[config.mk]
export PLATFORM = sky130hd
export DESIGN_NAME = layer_fade_ramp_engine
export DESIGN_NICKNAME = d
export VERILOG_FILES = /design/src/hdl/lfre_pkg.sv /design/src/hdl/lfre_div.sv /design/src/hdl/lfre_dp.sv /design/src/hdl/lfre_ctrl.sv /design/src/hdl/layer_fade_ramp_engine.sv
export SDC_FILE = /design/constraint.sdc
export NUM_CORES = 2
export LEC_CHECK = 0
export ABC_AREA = 1
export BUFFER_PORTS_ARGS = -buffer_cell sky130_fd_sc_hd__clkbuf_2
export CELL_PAD_IN_SITES_DETAIL_PLACEMENT = 2
export CELL_PAD_IN_SITES_GLOBAL_PLACEMENT = 2
export CORE_MARGIN = 10
export CORE_UTILIZATION = 42
export DETAILED_ROUTE_END_ITERATION = 7
export GPL_ROUTABILITY_DRIVEN = 0
export PLACE_DENSITY_LB_ADDON = 0.1
export SLEW_MARGIN = 20
export SYNTH_ARGS = -nofsm -noshare
export SYNTH_HDL_FRONTEND = slang
export SYNTH_SLANG_ARGS = --single-unit
[constraint.sdc]
create_clock -name clk -period 19.9 [get_ports clk]
set_input_delay 2.985 -clock clk [delete_from_list [all_inputs] [get_ports clk]]
set_output_delay 2.985 -clock clk [all_outputs]
set_load 0.01 [all_outputs]
[src/hdl/lfre_pkg.sv]
// Shared types and constants for the layer fade ramp engine.
`timescale 1ns / 1ps

package lfre_pkg;

  typedef enum logic [4:0] {
    ST_IDLE,
    ST_TICK_MUL,
    ST_TICK_DIV,
    ST_TICK_FIN,
    ST_PRE,
    ST_SB_MUL,
    ST_SB_FIN,
    ST_SS_MUL,
    ST_SS_FIN,
    ST_GOAL,
    ST_BRANCH,
    ST_SLEW,
    ST_IP_MUL,
    ST_IP_DIV,
    ST_IP_FIN,
    ST_APPLY,
    ST_PUBLISH
  } state_t;

  typedef enum logic [1:0] {
    MUL_TICK,
    MUL_SCALE_B,
    MUL_SCALE_S,
    MUL_INTERP
  } mul_sel_t;

  localparam int CFG_IDX_W = 3;
  localparam int CFG_DATA_W = 16;

  localparam logic [CFG_IDX_W-1:0] CFG_RAMP_STYLE  = 3'd0;
  localparam logic [CFG_IDX_W-1:0] CFG_PERIOD      = 3'd1;
  localparam logic [CFG_IDX_W-1:0] CFG_DURATION    = 3'd2;
  localparam logic [CFG_IDX_W-1:0] CFG_DIM_UNRESP  = 3'd3;
  localparam logic [CFG_IDX_W-1:0] CFG_UNRESP_BPCT = 3'd4;
  localparam logic [CFG_IDX_W-1:0] CFG_UNRESP_SPCT = 3'd5;
  localparam logic [CFG_IDX_W-1:0] CFG_PSAT_OK     = 3'd6;

  localparam logic [1:0] CH_OPA = 2'd0;
  localparam logic [1:0] CH_BRI = 2'd1;
  localparam logic [1:0] CH_SAT = 2'd2;

  localparam logic [15:0] MODAL_BRIGHT = 16'hA8A8;
  localparam logic [15:0] STEP_MIN     = 16'd12;
  // ceil(2^30/100): x/100 = (x*R)>>30 for x below 2^23
  localparam logic [23:0] PCT_RECIP    = 24'd10737419;
  localparam logic [6:0]  PCT_FULL     = 7'd100;
  // ceil(2^20/12): x/12 = (x*R)>>20 and x/6 = (x*R)>>19 for 16-bit x
  localparam logic [16:0] RECIP_12     = 17'd87382;

  typedef struct packed {
    logic     load_in;
    logic     div_start;
    mul_sel_t mul_sel;
    logic     tick_fin;
    logic     pre;
    logic     scale_b_fin;
    logic     scale_s_fin;
    logic     goal;
    logic     slew;
    logic     ip_fin;
    logic     apply;
    logic     publish;
    logic [1:0] ch;
  } cmd_t;

  typedef struct packed {
    logic req_paint;
    logic mode;
    logic period_zero;
    logic dur_zero;
    logic idle_paint;
    logic need_sb;
    logic need_ss;
    logic step_nz;
    logic div_done;
    logic out_free;
  } status_t;

endpackage

[src/hdl/lfre_div.sv]
// Radix-2 restoring divider, 32-bit dividend by 16-bit divisor, one bit per cycle.
`timescale 1ns / 1ps

module lfre_div (
  input  logic        clk,
  input  logic        rst,
  input  logic        start,
  input  logic [31:0] dividend,
  input  logic [15:0] divisor,
  output logic        done,
  output logic [31:0] quotient
);

  logic        busy;
  logic [4:0]  cnt;
  logic [15:0] rem;
  logic [15:0] dvs;
  logic [31:0] quo;
  logic [16:0] trial;
  logic        ge;

  assign trial    = {rem, quo[31]};
  assign ge       = trial >= {1'b0, dvs};
  assign quotient = quo;

  always_ff @(posedge clk) begin
    if (rst) begin
      busy <= 1'b0;
      done <= 1'b0;
      cnt  <= '0;
    end else begin
      done <= 1'b0;
      if (start) begin
        busy <= 1'b1;
        cnt  <= '0;
      end else if (busy) begin
        cnt <= cnt + 5'd1;
        if (cnt == 5'd31) begin
          busy <= 1'b0;
          done <= 1'b1;
        end
      end
    end
  end

  always_ff @(posedge clk) begin
    if (start) begin
      quo <= dividend;
      rem <= '0;
      dvs <= divisor;
    end else if (busy) begin
      rem <= ge ? 16'(trial - {1'b0, dvs}) : trial[15:0];
      quo <= {quo[30:0], ge};
    end
  end

endmodule

[src/hdl/lfre_dp.sv]
// Datapath: configuration, channel state, shared multiplier and divider, output register.
`timescale 1ns / 1ps

module lfre_dp (
  input  logic                          clk,
  input  logic                          rst,
  input  lfre_pkg::cmd_t                cmd,
  output lfre_pkg::status_t             sts,
  input  logic                          cfg_we,
  input  logic [lfre_pkg::CFG_IDX_W-1:0]  cfg_index,
  input  logic [lfre_pkg::CFG_DATA_W-1:0] cfg_data,
  input  logic                          req_type,
  input  logic [15:0]                   elapsed_ms,
  input  logic [15:0]                   req_opacity,
  input  logic [15:0]                   req_brightness,
  input  logic [15:0]                   req_saturation,
  input  logic                          owner_alive,
  input  logic                          modal_active,
  input  logic                          layer_is_modal,
  input  logic                          closing,
  output logic                          out_valid,
  input  logic                          out_ready,
  output logic [15:0]                   out_opacity,
  output logic [15:0]                   out_brightness,
  output logic [15:0]                   out_saturation,
  output logic                          needs_repaint,
  output logic                          stopped
);

  // configuration
  logic        ramp_style;
  logic [15:0] period_ms;
  logic [15:0] duration_ms;
  logic        dim_unresp;
  logic [6:0]  pct_b;
  logic [6:0]  pct_s;
  logic        psat_ok;

  // captured item
  logic        in_paint;
  logic [15:0] in_elapsed, in_o, in_b, in_s;
  logic        in_alive, in_modal, in_self_modal, in_closing;

  // channel state
  logic [15:0] cur_o, cur_b, cur_s;
  logic [15:0] goal_o, goal_b, goal_s;
  logic signed [16:0] delta_o, delta_b, delta_s;
  logic [15:0] step_size;
  logic [15:0] time_left;

  // working registers
  logic [15:0] tgt_o, tgt_b, tgt_s;
  logic [15:0] res_o, res_b, res_s;
  logic        res_o_pos;
  logic        rp, stp;
  logic [12:0] st12;
  logic [13:0] st6;
  logic [22:0] sc_prod;

  logic [15:0] mul_a, mul_b, divisor;
  logic [31:0] product, quotient;
  logic        div_done;
  logic        dim_path;
  logic [15:0] eff_s;
  logic [32:0] recip_p;
  logic [15:0] q_sat;
  logic [46:0] sc_p;
  logic [15:0] sc_sat;

  logic signed [16:0] ip_delta;
  logic [15:0] ip_tgt, ip_mag, ip_val;
  logic [31:0] ip_q;
  logic signed [33:0] ip_v;

  logic [15:0] tick_st;
  logic [15:0] sl_o, sl_b, sl_s;
  logic [15:0] def_b, def_s;

  function automatic logic [15:0] slew(input logic [15:0] cur, input logic [15:0] tgt,
                                       input logic [15:0] st);
    logic [16:0] up;
    logic [15:0] dn;
    up = {1'b0, cur} + {1'b0, st};
    dn = (st >= cur) ? 16'd0 : cur - st;
    if (tgt > cur) slew = (up > {1'b0, tgt}) ? tgt : up[15:0];
    else if (tgt < cur) slew = (dn < tgt) ? tgt : dn;
    else slew = cur;
  endfunction

  assign dim_path = !in_alive && dim_unresp;
  assign eff_s    = psat_ok ? cur_s : in_s;

  always_comb begin
    case (cmd.ch)
      lfre_pkg::CH_OPA: begin ip_delta = delta_o; ip_tgt = tgt_o; end
      lfre_pkg::CH_BRI: begin ip_delta = delta_b; ip_tgt = tgt_b; end
      default:          begin ip_delta = delta_s; ip_tgt = tgt_s; end
    endcase
  end
  assign ip_mag = ip_delta[16] ? 16'(-ip_delta) : ip_delta[15:0];

  // the divider is idle during percent scaling
  always_comb begin
    case (cmd.mul_sel)
      lfre_pkg::MUL_TICK: begin
        mul_a = in_elapsed; mul_b = 16'hFFFF; divisor = period_ms;
      end
      lfre_pkg::MUL_SCALE_B: begin
        mul_a = tgt_b; mul_b = {9'd0, pct_b}; divisor = period_ms;
      end
      lfre_pkg::MUL_SCALE_S: begin
        mul_a = tgt_s; mul_b = {9'd0, pct_s}; divisor = period_ms;
      end
      default: begin
        mul_a = ip_mag; mul_b = time_left; divisor = duration_ms;
      end
    endcase
  end
  assign product = mul_a * mul_b;

  lfre_div u_div (
    .clk      (clk),
    .rst      (rst),
    .start    (cmd.div_start),
    .dividend (product),
    .divisor  (divisor),
    .done     (div_done),
    .quotient (quotient)
  );

  assign q_sat   = (|quotient[31:16]) ? 16'hFFFF : quotient[15:0];
  assign tick_st = (period_ms == 16'd0) ? 16'hFFFF : q_sat;

  // percent scaling: registered value*pct divided by 100 through the reciprocal
  assign sc_p   = 47'(sc_prod) * 47'(lfre_pkg::PCT_RECIP);
  assign sc_sat = sc_p[46] ? 16'hFFFF : sc_p[45:30];

  // interpolation: target minus delta*time_left/duration, truncated toward zero
  assign ip_q = (duration_ms == 16'd0) ? 32'd0 : quotient;
  assign ip_v = ip_delta[16] ? $signed({18'd0, ip_tgt}) + $signed({2'b00, ip_q})
                             : $signed({18'd0, ip_tgt}) - $signed({2'b00, ip_q});
  assign ip_val = ip_v[33] ? 16'd0 : ((|ip_v[32:16]) ? 16'hFFFF : ip_v[15:0]);

  assign recip_p = 33'(step_size) * 33'(lfre_pkg::RECIP_12);
  assign sl_o = slew(cur_o, tgt_o, step_size);
  assign sl_b = slew(cur_b, tgt_b, {3'd0, st12});
  assign sl_s = slew(cur_s, tgt_s, {2'd0, st6});

  always_comb begin
    def_b = in_b;
    def_s = in_s;
    if (!dim_path && in_modal && !in_self_modal) begin
      def_b = lfre_pkg::MODAL_BRIGHT;
      def_s = 16'd0;
    end
  end

  always_ff @(posedge clk) begin
    if (rst) begin
      ramp_style  <= 1'b0;
      period_ms   <= 16'd100;
      duration_ms <= 16'd100;
      dim_unresp  <= 1'b0;
      pct_b       <= 7'd65;
      pct_s       <= 7'd0;
      psat_ok     <= 1'b1;
    end else if (cfg_we) begin
      case (cfg_index)
        lfre_pkg::CFG_RAMP_STYLE:  ramp_style  <= cfg_data[0];
        lfre_pkg::CFG_PERIOD:      period_ms   <= cfg_data[15:0];
        lfre_pkg::CFG_DURATION:    duration_ms <= cfg_data[15:0];
        lfre_pkg::CFG_DIM_UNRESP:  dim_unresp  <= cfg_data[0];
        lfre_pkg::CFG_UNRESP_BPCT: pct_b       <= cfg_data[6:0];
        lfre_pkg::CFG_UNRESP_SPCT: pct_s       <= cfg_data[6:0];
        lfre_pkg::CFG_PSAT_OK:     psat_ok     <= cfg_data[0];
        default: ;
      endcase
    end
  end

  always_ff @(posedge clk) begin
    if (cmd.load_in) begin
      in_paint      <= req_type;
      in_elapsed    <= elapsed_ms;
      in_o          <= req_opacity;
      in_b          <= req_brightness;
      in_s          <= req_saturation;
      in_alive      <= owner_alive;
      in_modal      <= modal_active;
      in_self_modal <= layer_is_modal;
      in_closing    <= closing;
    end
    st12    <= recip_p[32:20];
    st6     <= recip_p[32:19];
    sc_prod <= product[22:0];
  end

  always_ff @(posedge clk) begin
    if (rst) begin
      cur_o <= 16'hFFFF; cur_b <= 16'hFFFF; cur_s <= 16'hFFFF;
      goal_o <= 16'hFFFF; goal_b <= 16'hFFFF; goal_s <= 16'hFFFF;
      delta_o <= '0; delta_b <= '0; delta_s <= '0;
      step_size <= '0;
      time_left <= '0;
    end else begin
      if (cmd.tick_fin) begin
        if (!ramp_style) begin
          step_size <= (tick_st < lfre_pkg::STEP_MIN) ? lfre_pkg::STEP_MIN : tick_st;
          time_left <= '0;
        end else if (time_left != 16'd0) begin
          step_size <= 16'd1;
          time_left <= (in_elapsed >= time_left) ? 16'd0 : time_left - in_elapsed;
        end else begin
          step_size <= '0;
        end
      end
      if (cmd.pre && !psat_ok) cur_s <= in_s;
      if (cmd.goal && ramp_style &&
          (tgt_o != goal_o || tgt_b != goal_b || tgt_s != goal_s)) begin
        time_left <= duration_ms;
        step_size <= 16'd1;
        delta_o   <= $signed({1'b0, tgt_o}) - $signed({1'b0, cur_o});
        delta_b   <= $signed({1'b0, tgt_b}) - $signed({1'b0, cur_b});
        delta_s   <= $signed({1'b0, tgt_s}) - $signed({1'b0, cur_s});
        goal_o    <= tgt_o;
        goal_b    <= tgt_b;
        goal_s    <= tgt_s;
      end
      if (cmd.apply) begin
        step_size <= '0;
        if (res_o_pos) begin
          cur_o <= res_o;
          cur_b <= res_b;
          cur_s <= res_s;
        end else begin
          cur_o <= 16'd0;
        end
      end
    end
  end

  always_ff @(posedge clk) begin
    if (cmd.pre) begin
      tgt_o <= in_closing ? 16'd0 : in_o;
      tgt_b <= def_b;
      tgt_s <= def_s;
      rp    <= 1'b0;
      stp   <= 1'b0;
    end
    if (cmd.scale_b_fin) tgt_b <= sc_sat;
    if (cmd.scale_s_fin) tgt_s <= sc_sat;
    if (cmd.slew) begin
      res_o     <= sl_o;
      res_o_pos <= sl_o != 16'd0;
      res_b     <= sl_b;
      res_s     <= sl_s;
    end
    if (cmd.ip_fin) begin
      case (cmd.ch)
        lfre_pkg::CH_OPA: begin
          res_o     <= ip_val;
          res_o_pos <= !ip_v[33] && (ip_v != 34'sd0);
        end
        lfre_pkg::CH_BRI: res_b <= ip_val;
        default:          res_s <= ip_val;
      endcase
    end
    if (cmd.apply) begin
      if (res_o_pos) rp <= (res_o != tgt_o) || (res_b != tgt_b) || (res_s != tgt_s);
      else stp <= 1'b1;
    end
  end

  // output register: a new item may be loaded in the cycle the old one leaves
  always_ff @(posedge clk) begin
    if (rst) begin
      out_valid <= 1'b0;
    end else if (cmd.publish) begin
      out_valid <= 1'b1;
    end else if (out_ready) begin
      out_valid <= 1'b0;
    end
  end

  always_ff @(posedge clk) begin
    if (cmd.publish) begin
      out_opacity    <= cur_o;
      out_brightness <= cur_b;
      out_saturation <= cur_s;
      needs_repaint  <= rp;
      stopped        <= stp;
    end
  end

  always_comb begin
    sts.req_paint   = in_paint;
    sts.mode        = ramp_style;
    sts.period_zero = period_ms == 16'd0;
    sts.dur_zero    = duration_ms == 16'd0;
    sts.idle_paint  = in_alive && !in_closing && !in_modal &&
                      cur_o == in_o && cur_b == in_b && eff_s == in_s;
    sts.need_sb     = dim_path && pct_b != lfre_pkg::PCT_FULL;
    sts.need_ss     = dim_path && pct_s != lfre_pkg::PCT_FULL && psat_ok;
    sts.step_nz     = step_size != 16'd0;
    sts.div_done    = div_done;
    sts.out_free    = !out_valid || out_ready;
  end

endmodule

[src/hdl/lfre_ctrl.sv]
// Controller: sequences tick and paint items through the datapath.
`timescale 1ns / 1ps

module lfre_ctrl (
  input  logic              clk,
  input  logic              rst,
  input  logic              in_valid,
  output logic              in_ready,
  input  lfre_pkg::status_t sts,
  output lfre_pkg::cmd_t    cmd
);

  lfre_pkg::state_t state, state_next;
  logic [1:0] ch, ch_next;

  always_ff @(posedge clk) begin
    if (rst) begin
      state <= lfre_pkg::ST_IDLE;
      ch    <= lfre_pkg::CH_OPA;
    end else begin
      state <= state_next;
      ch    <= ch_next;
    end
  end

  always_comb begin
    state_next = state;
    ch_next    = ch;
    cmd        = '0;
    cmd.ch     = ch;
    cmd.mul_sel = lfre_pkg::MUL_TICK;
    in_ready   = 1'b0;
    case (state)
      lfre_pkg::ST_IDLE: begin
        in_ready = 1'b1;
        if (in_valid) begin
          cmd.load_in = 1'b1;
          state_next  = lfre_pkg::ST_PRE;
        end
      end
      lfre_pkg::ST_PRE: begin
        // a tick is routed off here, once the item sits in the datapath
        if (!sts.req_paint) begin
          state_next = lfre_pkg::ST_TICK_MUL;
        end else begin
          cmd.pre = 1'b1;
          if (sts.idle_paint)   state_next = lfre_pkg::ST_PUBLISH;
          else if (sts.need_sb) state_next = lfre_pkg::ST_SB_MUL;
          else if (sts.need_ss) state_next = lfre_pkg::ST_SS_MUL;
          else                  state_next = lfre_pkg::ST_GOAL;
        end
      end
      lfre_pkg::ST_TICK_MUL: begin
        if (!sts.mode && !sts.period_zero) begin
          cmd.div_start = 1'b1;
          state_next    = lfre_pkg::ST_TICK_DIV;
        end else begin
          state_next = lfre_pkg::ST_TICK_FIN;
        end
      end
      lfre_pkg::ST_TICK_DIV: begin
        if (sts.div_done) state_next = lfre_pkg::ST_TICK_FIN;
      end
      lfre_pkg::ST_TICK_FIN: begin
        cmd.tick_fin = 1'b1;
        state_next   = lfre_pkg::ST_IDLE;
      end
      lfre_pkg::ST_SB_MUL: begin
        cmd.mul_sel = lfre_pkg::MUL_SCALE_B;
        state_next  = lfre_pkg::ST_SB_FIN;
      end
      lfre_pkg::ST_SB_FIN: begin
        cmd.scale_b_fin = 1'b1;
        state_next = sts.need_ss ? lfre_pkg::ST_SS_MUL : lfre_pkg::ST_GOAL;
      end
      lfre_pkg::ST_SS_MUL: begin
        cmd.mul_sel = lfre_pkg::MUL_SCALE_S;
        state_next  = lfre_pkg::ST_SS_FIN;
      end
      lfre_pkg::ST_SS_FIN: begin
        cmd.scale_s_fin = 1'b1;
        state_next      = lfre_pkg::ST_GOAL;
      end
      lfre_pkg::ST_GOAL: begin
        cmd.goal   = 1'b1;
        state_next = lfre_pkg::ST_BRANCH;
      end
      lfre_pkg::ST_BRANCH: begin
        ch_next = lfre_pkg::CH_OPA;
        if (!sts.step_nz)  state_next = lfre_pkg::ST_PUBLISH;
        else if (sts.mode) state_next = lfre_pkg::ST_IP_MUL;
        else               state_next = lfre_pkg::ST_SLEW;
      end
      lfre_pkg::ST_SLEW: begin
        cmd.slew   = 1'b1;
        state_next = lfre_pkg::ST_APPLY;
      end
      lfre_pkg::ST_IP_MUL: begin
        cmd.mul_sel = lfre_pkg::MUL_INTERP;
        if (sts.dur_zero) begin
          state_next = lfre_pkg::ST_IP_FIN;
        end else begin
          cmd.div_start = 1'b1;
          state_next    = lfre_pkg::ST_IP_DIV;
        end
      end
      lfre_pkg::ST_IP_DIV: begin
        cmd.mul_sel = lfre_pkg::MUL_INTERP;
        if (sts.div_done) state_next = lfre_pkg::ST_IP_FIN;
      end
      lfre_pkg::ST_IP_FIN: begin
        cmd.mul_sel = lfre_pkg::MUL_INTERP;
        cmd.ip_fin  = 1'b1;
        if (ch == lfre_pkg::CH_SAT) begin
          state_next = lfre_pkg::ST_APPLY;
        end else begin
          ch_next    = ch + 2'd1;
          state_next = lfre_pkg::ST_IP_MUL;
        end
      end
      lfre_pkg::ST_APPLY: begin
        cmd.apply  = 1'b1;
        state_next = lfre_pkg::ST_PUBLISH;
      end
      lfre_pkg::ST_PUBLISH: begin
        if (sts.out_free) begin
          cmd.publish = 1'b1;
          state_next  = lfre_pkg::ST_IDLE;
        end
      end
      default: state_next = lfre_pkg::ST_IDLE;
    endcase
  end

  a_div_done_in_wait: assert property (@(posedge clk) disable iff (rst)
    sts.div_done |-> (state == lfre_pkg::ST_TICK_DIV || state == lfre_pkg::ST_IP_DIV))
    else $error("divider finished outside a wait state");

  a_publish_free: assert property (@(posedge clk) disable iff (rst)
    cmd.publish |-> sts.out_free)
    else $error("result loaded over an untaken item");

  a_ch_range: assert property (@(posedge clk) disable iff (rst)
    ch != 2'd3)
    else $error("channel index out of range");

  a_apply_then_publish: assert property (@(posedge clk) disable iff (rst)
    cmd.apply |=> state == lfre_pkg::ST_PUBLISH)
    else $error("step applied without publishing");

endmodule

[src/hdl/layer_fade_ramp_engine.sv]
// Top level of the layer fade ramp engine.
`timescale 1ns / 1ps
// Fade engine for one display layer: opacity, brightness and saturation.
// Input channel (in_valid/in_ready): a tick item (req_type 0) advances time
// and gives no result; a paint item (req_type 1) steps the channels and
// gives exactly one result item on the output channel (out_valid/out_ready).
// Configuration: cfg_we writes cfg_data into register cfg_index at once;
// write only while no item is in flight.
// Sequencing: one item at a time. A tick in constant-speed mode takes its step
// from the shared radix-2 divider unless the period is zero. A paint publishes
// at once when idle, skips the channel update with no step pending and
// otherwise slews; each unresponsive percent scaling adds a multiplier step.
// Constant-time mode runs the divider once per channel unless the duration is
// zero.
// in_ready is high only while the controller is idle.
// A finished result waits in the output register; the block keeps taking
// items meanwhile and only the next paint waits for that register to free.
// Reset: synchronous, active high; restores the configuration, channel state and
// controller state to their defaults and drops out_valid.
module layer_fade_ramp_engine (
  input  logic        clk,
  input  logic        rst,
  input  logic        cfg_we,
  input  logic [2:0]  cfg_index,
  input  logic [15:0] cfg_data,
  input  logic        in_valid,
  output logic        in_ready,
  input  logic        req_type,
  input  logic [15:0] elapsed_ms,
  input  logic [15:0] req_opacity,
  input  logic [15:0] req_brightness,
  input  logic [15:0] req_saturation,
  input  logic        owner_alive,
  input  logic        modal_active,
  input  logic        layer_is_modal,
  input  logic        closing,
  output logic        out_valid,
  input  logic        out_ready,
  output logic [15:0] out_opacity,
  output logic [15:0] out_brightness,
  output logic [15:0] out_saturation,
  output logic        needs_repaint,
  output logic        stopped
);

  lfre_pkg::cmd_t    cmd;
  lfre_pkg::status_t sts;

  lfre_ctrl u_ctrl (
    .clk      (clk),
    .rst      (rst),
    .in_valid (in_valid),
    .in_ready (in_ready),
    .sts      (sts),
    .cmd      (cmd)
  );

  lfre_dp u_dp (
    .clk            (clk),
    .rst            (rst),
    .cmd            (cmd),
    .sts            (sts),
    .cfg_we         (cfg_we),
    .cfg_index      (cfg_index),
    .cfg_data       (cfg_data),
    .req_type       (req_type),
    .elapsed_ms     (elapsed_ms),
    .req_opacity    (req_opacity),
    .req_brightness (req_brightness),
    .req_saturation (req_saturation),
    .owner_alive    (owner_alive),
    .modal_active   (modal_active),
    .layer_is_modal (layer_is_modal),
    .closing        (closing),
    .out_valid      (out_valid),
    .out_ready      (out_ready),
    .out_opacity    (out_opacity),
    .out_brightness (out_brightness),
    .out_saturation (out_saturation),
    .needs_repaint  (needs_repaint),
    .stopped        (stopped)
  );

endmodule

---- After elaboration in Yosys (flattened, before gate mapping) ----
Index checks and enable logic that the tools add are counted.
storage, ports and cells
  register bits ........................... 575
  input port bits ......................... 93
  output and inout port bits .............. 52
  logic and storage cells ................. 313
cells by class
  add/sub/neg operators ................... 16
  multiply operators ...................... 3
  magnitude comparators ................... 18
  eq/ne operators ......................... 44
  multiplexer cells ....................... 110
  bitwise logic cells ..................... 1
  reduce and logical (&&, ||, !) cells .... 67
operator list
  cell                                                  count
  2-to-1 mux 16 bit                                     50
  less-than comparator 16 bit                           6
  2-to-1 mux 32 bit                                     3
  != test 16 bit                                        6
  one-hot mux 16 bit (3 select lines)                   2
  one-hot mux 5 bit (16 select lines)                   1
  > comparator 17 x 16 -> 1 bit                         3
  subtractor 16 x 16 -> 17 bit                          3
  equality test 16 bit                                  3
  > comparator 16 bit                                   3
  nonzero test 16 bit                                   3
  subtractor 16 bit                                     3
  multiplier 23 x 24 -> 47 bit (second input constant)  1
  equality test 5 x 4 -> 1 bit (second input constant)  8
  2-to-1 mux 5 bit                                      8
  2-to-1 mux 1 bit                                      35
  2-to-1 mux 34 bit                                     1
  one-hot mux 17 bit (2 select lines)                   1
  nonzero test 34 bit                                   1
  adder 16 x 32 -> 33 bit                               1
  subtractor 16 x 32 -> 33 bit                          1
  >= comparator 16 bit                                  2
  zero test 16 bit                                      2
  multiplier 16 x 16 -> 32 bit                          1
  47 further kinds                                      111

---- Depth between registers and ports, before layout ----
  depth in word-level cells ............... 10
  mapped depth ............................ 47
  mapped depth without buffers ............ 45

---- Hierarchy ----
A second synthesis with hierarchy kept.
unflattened totals
  cell total of the unflattened synthesis .. 7866
  area total of the unflattened synthesis .. 61323.8 µm²
by module, submodules not included
  module     instances  cells each  area each (µm²)  seq. area each (µm²)
  lfre_dp    1          7223        56435.4          11360.9
  lfre_div   1          510         4113.9           1901.8
  lfre_ctrl  1          133         774.5            140.1

---- Worst setup path before layout ----
OpenSTA, ideal clock, no wires.
  path kind ............................... register to register
  start ................................... reg u_ctrl.ch[0]
  end ..................................... reg u_dp.u_div.quo[28], in the netlist u_dp.u_div.quotient[28], data pin
  setup time .............................. 0.271 ns
  arrival time ............................ 7.539 ns
  data required time ...................... 19.629 ns
  path slack .............................. 12.090 ns
  cell stages (with the launch flop) ...... 45
  period minus slack after synthesis ...... 7.810 ns
  path through ............................ dfxtp_1 > inv_1 > ha_1 > buf_2 > a22o_1 > a21oi_1 > ha_1 > inv_1 > nor3_2 > nand2_1 > inv_1 > nand3_1 > nor3_1 > nor2_1 > inv_1 > a21oi_1 > o21ai_0 > nand2_1 > [9 not listed] > inv_1 > fa_1 > inv_1 > ha_1 > inv_1 > o21bai_1 > a21oi_1 > o221ai_1 > a21oi_1 > o21ai_0 > nand2_1 > nand2_1 > nand2_1 > o211ai_1 > nand2_1 > o211ai_1 > or2_2 > a31oi_1
on the way
  cells in the longest elaborated chain, start to end .. 7
ends and longest elaborated chain
  element                                                                 line             source
  from (decl)                                                             lfre_ctrl.sv:14  logic [1:0] ch, ch_next;
  from (signal assigned)                                                  lfre_ctrl.sv:19  ch <= lfre_pkg::CH_OPA;
  from (signal assigned)                                                  lfre_ctrl.sv:22  ch <= ch_next;
  equality test 2 x 1 -> 1 bit / zero test 2 bit (equally long branches)  lfre_dp.sv:94    case (cmd.ch)
  one-hot mux 17 bit (2 select lines) *                                   lfre_dp.sv:94
  negator 16 bit                                                          lfre_dp.sv:100   assign ip_mag = ip_delta[16] ? 16'(-ip_delta) : ip_delta[15:0];
  2-to-1 mux 16 bit *                                                     lfre_dp.sv:100
  one-hot mux 16 bit (3 select lines) *                                   lfre_dp.sv:104   case (cmd.mul_sel)
  multiplier 16 x 16 -> 32 bit *                                          lfre_dp.sv:119   assign product = mul_a * mul_b;
  2-to-1 mux 32 bit *                                                     lfre_div.sv:47   if (start) begin
  to (signal assigned)                                                    lfre_div.sv:48   quo <= dividend;
  to (signal assigned)                                                    lfre_div.sv:53   quo <= {quo[30:0], ge};
  to (decl)                                                               lfre_div.sv:18   logic [31:0] quo;
Every way passes the cells marked *; elsewhere a longest branch is shown, timed or not.
A chain may end at the register's enable or synchronous reset.

---- Worst setup path after layout ----
Same ends and word-level chain as after synthesis.

==> impl_metrics.tcl <==
set metrics [dict create \
    outcome "finished clean" \
    min_period_over_period_pct 51.5 \
    via_count 58600 \
    synth.top_cell.area_share_pct 15.9 \
    grt_max_degree 84 \
    hold_end "u_dp.u_div.cnt[4]" \
    synthDistinctLibCells 76 \
    remaining_drc_errors 0 \
    hold_viol 0 \
    post_cts_resized 0 \
    die_h_um 402 \
    cp_common_cell "nand2_1" \
    start_kind "flop" \
    dr.pass1.iters 6 \
    drv_slew 0 \
    cp_slowest_cell "fa_1" \
    async_flop_share_pct 0 \
    port_buffers 144 \
    grt_antenna_before_repair 7 \
    dieArea_mm2 0.161 \
    drtIter0Drc 4577 \
    setup_viol 0 \
    synth_nets 9214 \
    crit_buf_inv 10 \
    cts_hold_buf 0 \
    rows 139 \
    r2r-start "u_ctrl.ch[0]" \
    synth.avg_cell_area_um2 7.77 \
    maxCapViolations 0 \
    fillers 16500 \
    ys_seq_area_share_pct 21.9 \
    cpPeakStageDelay_ns 0.58 \
    synth_top_area_cell "fa_1" \
    area_growth_pct 8.72 \
    clock_latency_ns 0.73 \
    netlist_instances 7868 \
    final_cell_mix "1575 x nand2_1, 1468 x inv_1, 768 x ha_1" \
    synth_edf_count 215 \
    critPathKind "flop to flop" \
    cp_max_fo 24 \
    grt_pass1_vias 66100 \
    cts_max_path_buffers 3 \
    cts_buffers 74 \
    h-tree-depth 3 \
    worstPathArrival_ns 10.62 \
    critPathCaptureType "flop" \
    ant_nets 0 \
    fin_crit_ns 10.25 \
    cts.sinks 562 \
    core_area_mm2 0.144 \
    r2r-end "u_dp.u_div.quotient[28]" \
    critPathRequiredTime_ns 20.28 \
    hold_path.startpoint "u_dp.u_div.cnt[4]" \
    rsz0062_at_grt "false" \
    grt_first_pass_wirelength_um 434000 \
    ys_seq_elements 562 \
    hold_path.class "flop to flop" \
    initial_core_util_pct 42.4 \
    worst_pin_slew_ns 1.21 \
    crit_family "adder cells" \
    viasPerCell 5.93 \
    dominantRegCellSynth "dfxtp_1" \
    setup_tns_ns 0 \
    whs_path_depth 2 \
    io_pins 145 \
    fp.dieW_um 402 \
    root_buffer "clkbuf_16" \
    r2r_cells 43 \
    relSlewSlack_pct 18.4 \
    final_common_cell "nand2_1" \
    whs_ns 0.470 \
    fmax_mhz 97.6 \
    nets 9268 \
    grt_use_total_pct 35.6 \
    drive_above_1_share_pct 6.05 \
    worst_clock_skew_ns 0.0746 \
    routed_wl_um 295000 \
    grt-ovfl-total 0 \
    place_hpwl_um 241000 \
    cts.clk_slew.worst_paths_ns 0.07 \
    routedWlPerCell_um 29.9 \
    synthTopCellsByArea "fa_1 16%, ha_1 16%, dfxtp_1 11%, edfxtp_1 11%, nand2_1 9.7%" \
    synth_warnings 0 \
    cts_setup_buffers 0 \
    synth_area_mm2 0.0611 \
    cts_tree "done" \
    reg2reg_slack_ns 9.65 \
    startpoint "u_ctrl.ch[0]" \
]
==> registers in the layout, summed over array words and instances, names as in the netlist, 17 cells and up <==
| signal | count |
|---|---|
| u_dp.sc_prod | 23 |
| u_dp.delta_b | 17 |
| u_dp.delta_s | 17 |
| u_dp.u_div.quotient | 32 |
| u_dp.delta_o | 17 |
==> cells in the mapped netlist (6+ instances only) <==
| cell | number |
|---|---|
| a211oi_1 | 19 |
| a21boi_0 | 10 |
| a21o_1 | 15 |
| a21oi_1 | 466 |
| a21oi_2 | 6 |
| a221oi_1 | 13 |
| a22o_1 | 14 |
| a22oi_1 | 11 |
| a31oi_1 | 32 |
| buf_1 | 12 |
| buf_2 | 40 |
| clkbuf_1 | 173 |
| clkinv_1 | 13 |
| dfxtp_1 | 347 |
| edfxtp_1 | 215 |
| fa_1 | 485 |
| ha_1 | 768 |
| inv_1 | 1470 |
| inv_2 | 28 |
| nand2_1 | 1577 |
| nand2_2 | 20 |
| nand3_1 | 362 |
| nand4_1 | 88 |
| nor2_1 | 486 |
| nor3_1 | 71 |
| nor3b_1 | 6 |
| nor4_1 | 37 |
| o2111ai_1 | 17 |
| o211ai_1 | 151 |
| o21a_1 | 7 |
| o21ai_0 | 355 |
| o21ai_1 | 44 |
| o21ai_4 | 11 |
| o21bai_1 | 17 |
| o221ai_1 | 44 |
| o22ai_1 | 14 |
| o31ai_1 | 17 |
| or2_2 | 36 |
| xnor2_1 | 132 |
| xor2_1 | 157 |
==> cells by family (layout without fill, tap and decap cells) <==
group / count (synthesis) / after routing / synth area share [%]
xor gates and xnor gates: 289 / 289 / 4.14
other: 0 / 1 / 0
AOI/OAI and AO/OA: 1295 / 1295 / 12.7
adders and majority gates: 1253 / 1253 / 31.6
DFF: 562 / 562 / 21.9
and+or+nand+nor: 2721 / 2721 / 18.7
buffers and inverters: 1748 / 1862 / 10.9
==> how the worst max path moves through the flow <==
stage,end,cells past startpoint
floorplan,u_dp.u_div.quotient[28],44
detailed placement,u_dp.u_div.quotient[28],43
global route,u_dp.u_div.quotient[28],43
global placement,u_dp.u_div.quotient[28],43
finish,u_dp.u_div.quotient[28],43
CTS,u_dp.u_div.quotient[28],43
==> final cells by class <==
cell class              count  area [um2]  area share, %
diodes                      1        2.50        0.00376
inverters                1511        5680           8.54
clock buffers             106        2210           3.33
multi-input cells        5558       41100           61.9
clock inverters            30         410          0.617
repair buffers            215        1260           1.89
flip-flops and latches    562       13400           20.2
well taps                1903        2380           3.58
==> routing by layer <==
| layer | track usage, % | vias to the layer above | routed length [um] |
|---|---|---|---|
| met5 | 0 | - | 46 |
| met3 | 6.08 | 945 | 18600 |
| li1 | - | 25600 | - |
| met4 | 25.6 | 6 | 25800 |
| met2 | 60.8 | 2197 | 141000 |
| met1 | 39.9 | 29900 | 110000 |
==> worst register-to-register path, delay by kind of cell, from the launching register on <==
kind	cells	cell delay, ns
buffers and inverters	10	1.51
AOI/OAI and AO/OA	9	1.79
and+or+nand+nor	15	2.09
adders and majority gates	9	4.15
DFF	1	0.35
==> stage by stage <==
stage / worst slack [ns] / instances / utilization [%] / cell area (um2)
after CTS: 9.79 / 9885 / 46.1 / 66500
after detailed placement: 10.08 / 9749 / 44.3 / 63800
after floorplan: 12.09 / 7868 / - / 61100
final: 9.65 / 9886 / 46.1 / 66500
after global placement: 10.85 / 9749 / 44.3 / 63800
after global routing: 9.01 / 9885 / 46.1 / 66500
Power is left out: the tool's default activity adds up to more than one toggle a clock period on the data nets, which glitch-free logic cannot reach.
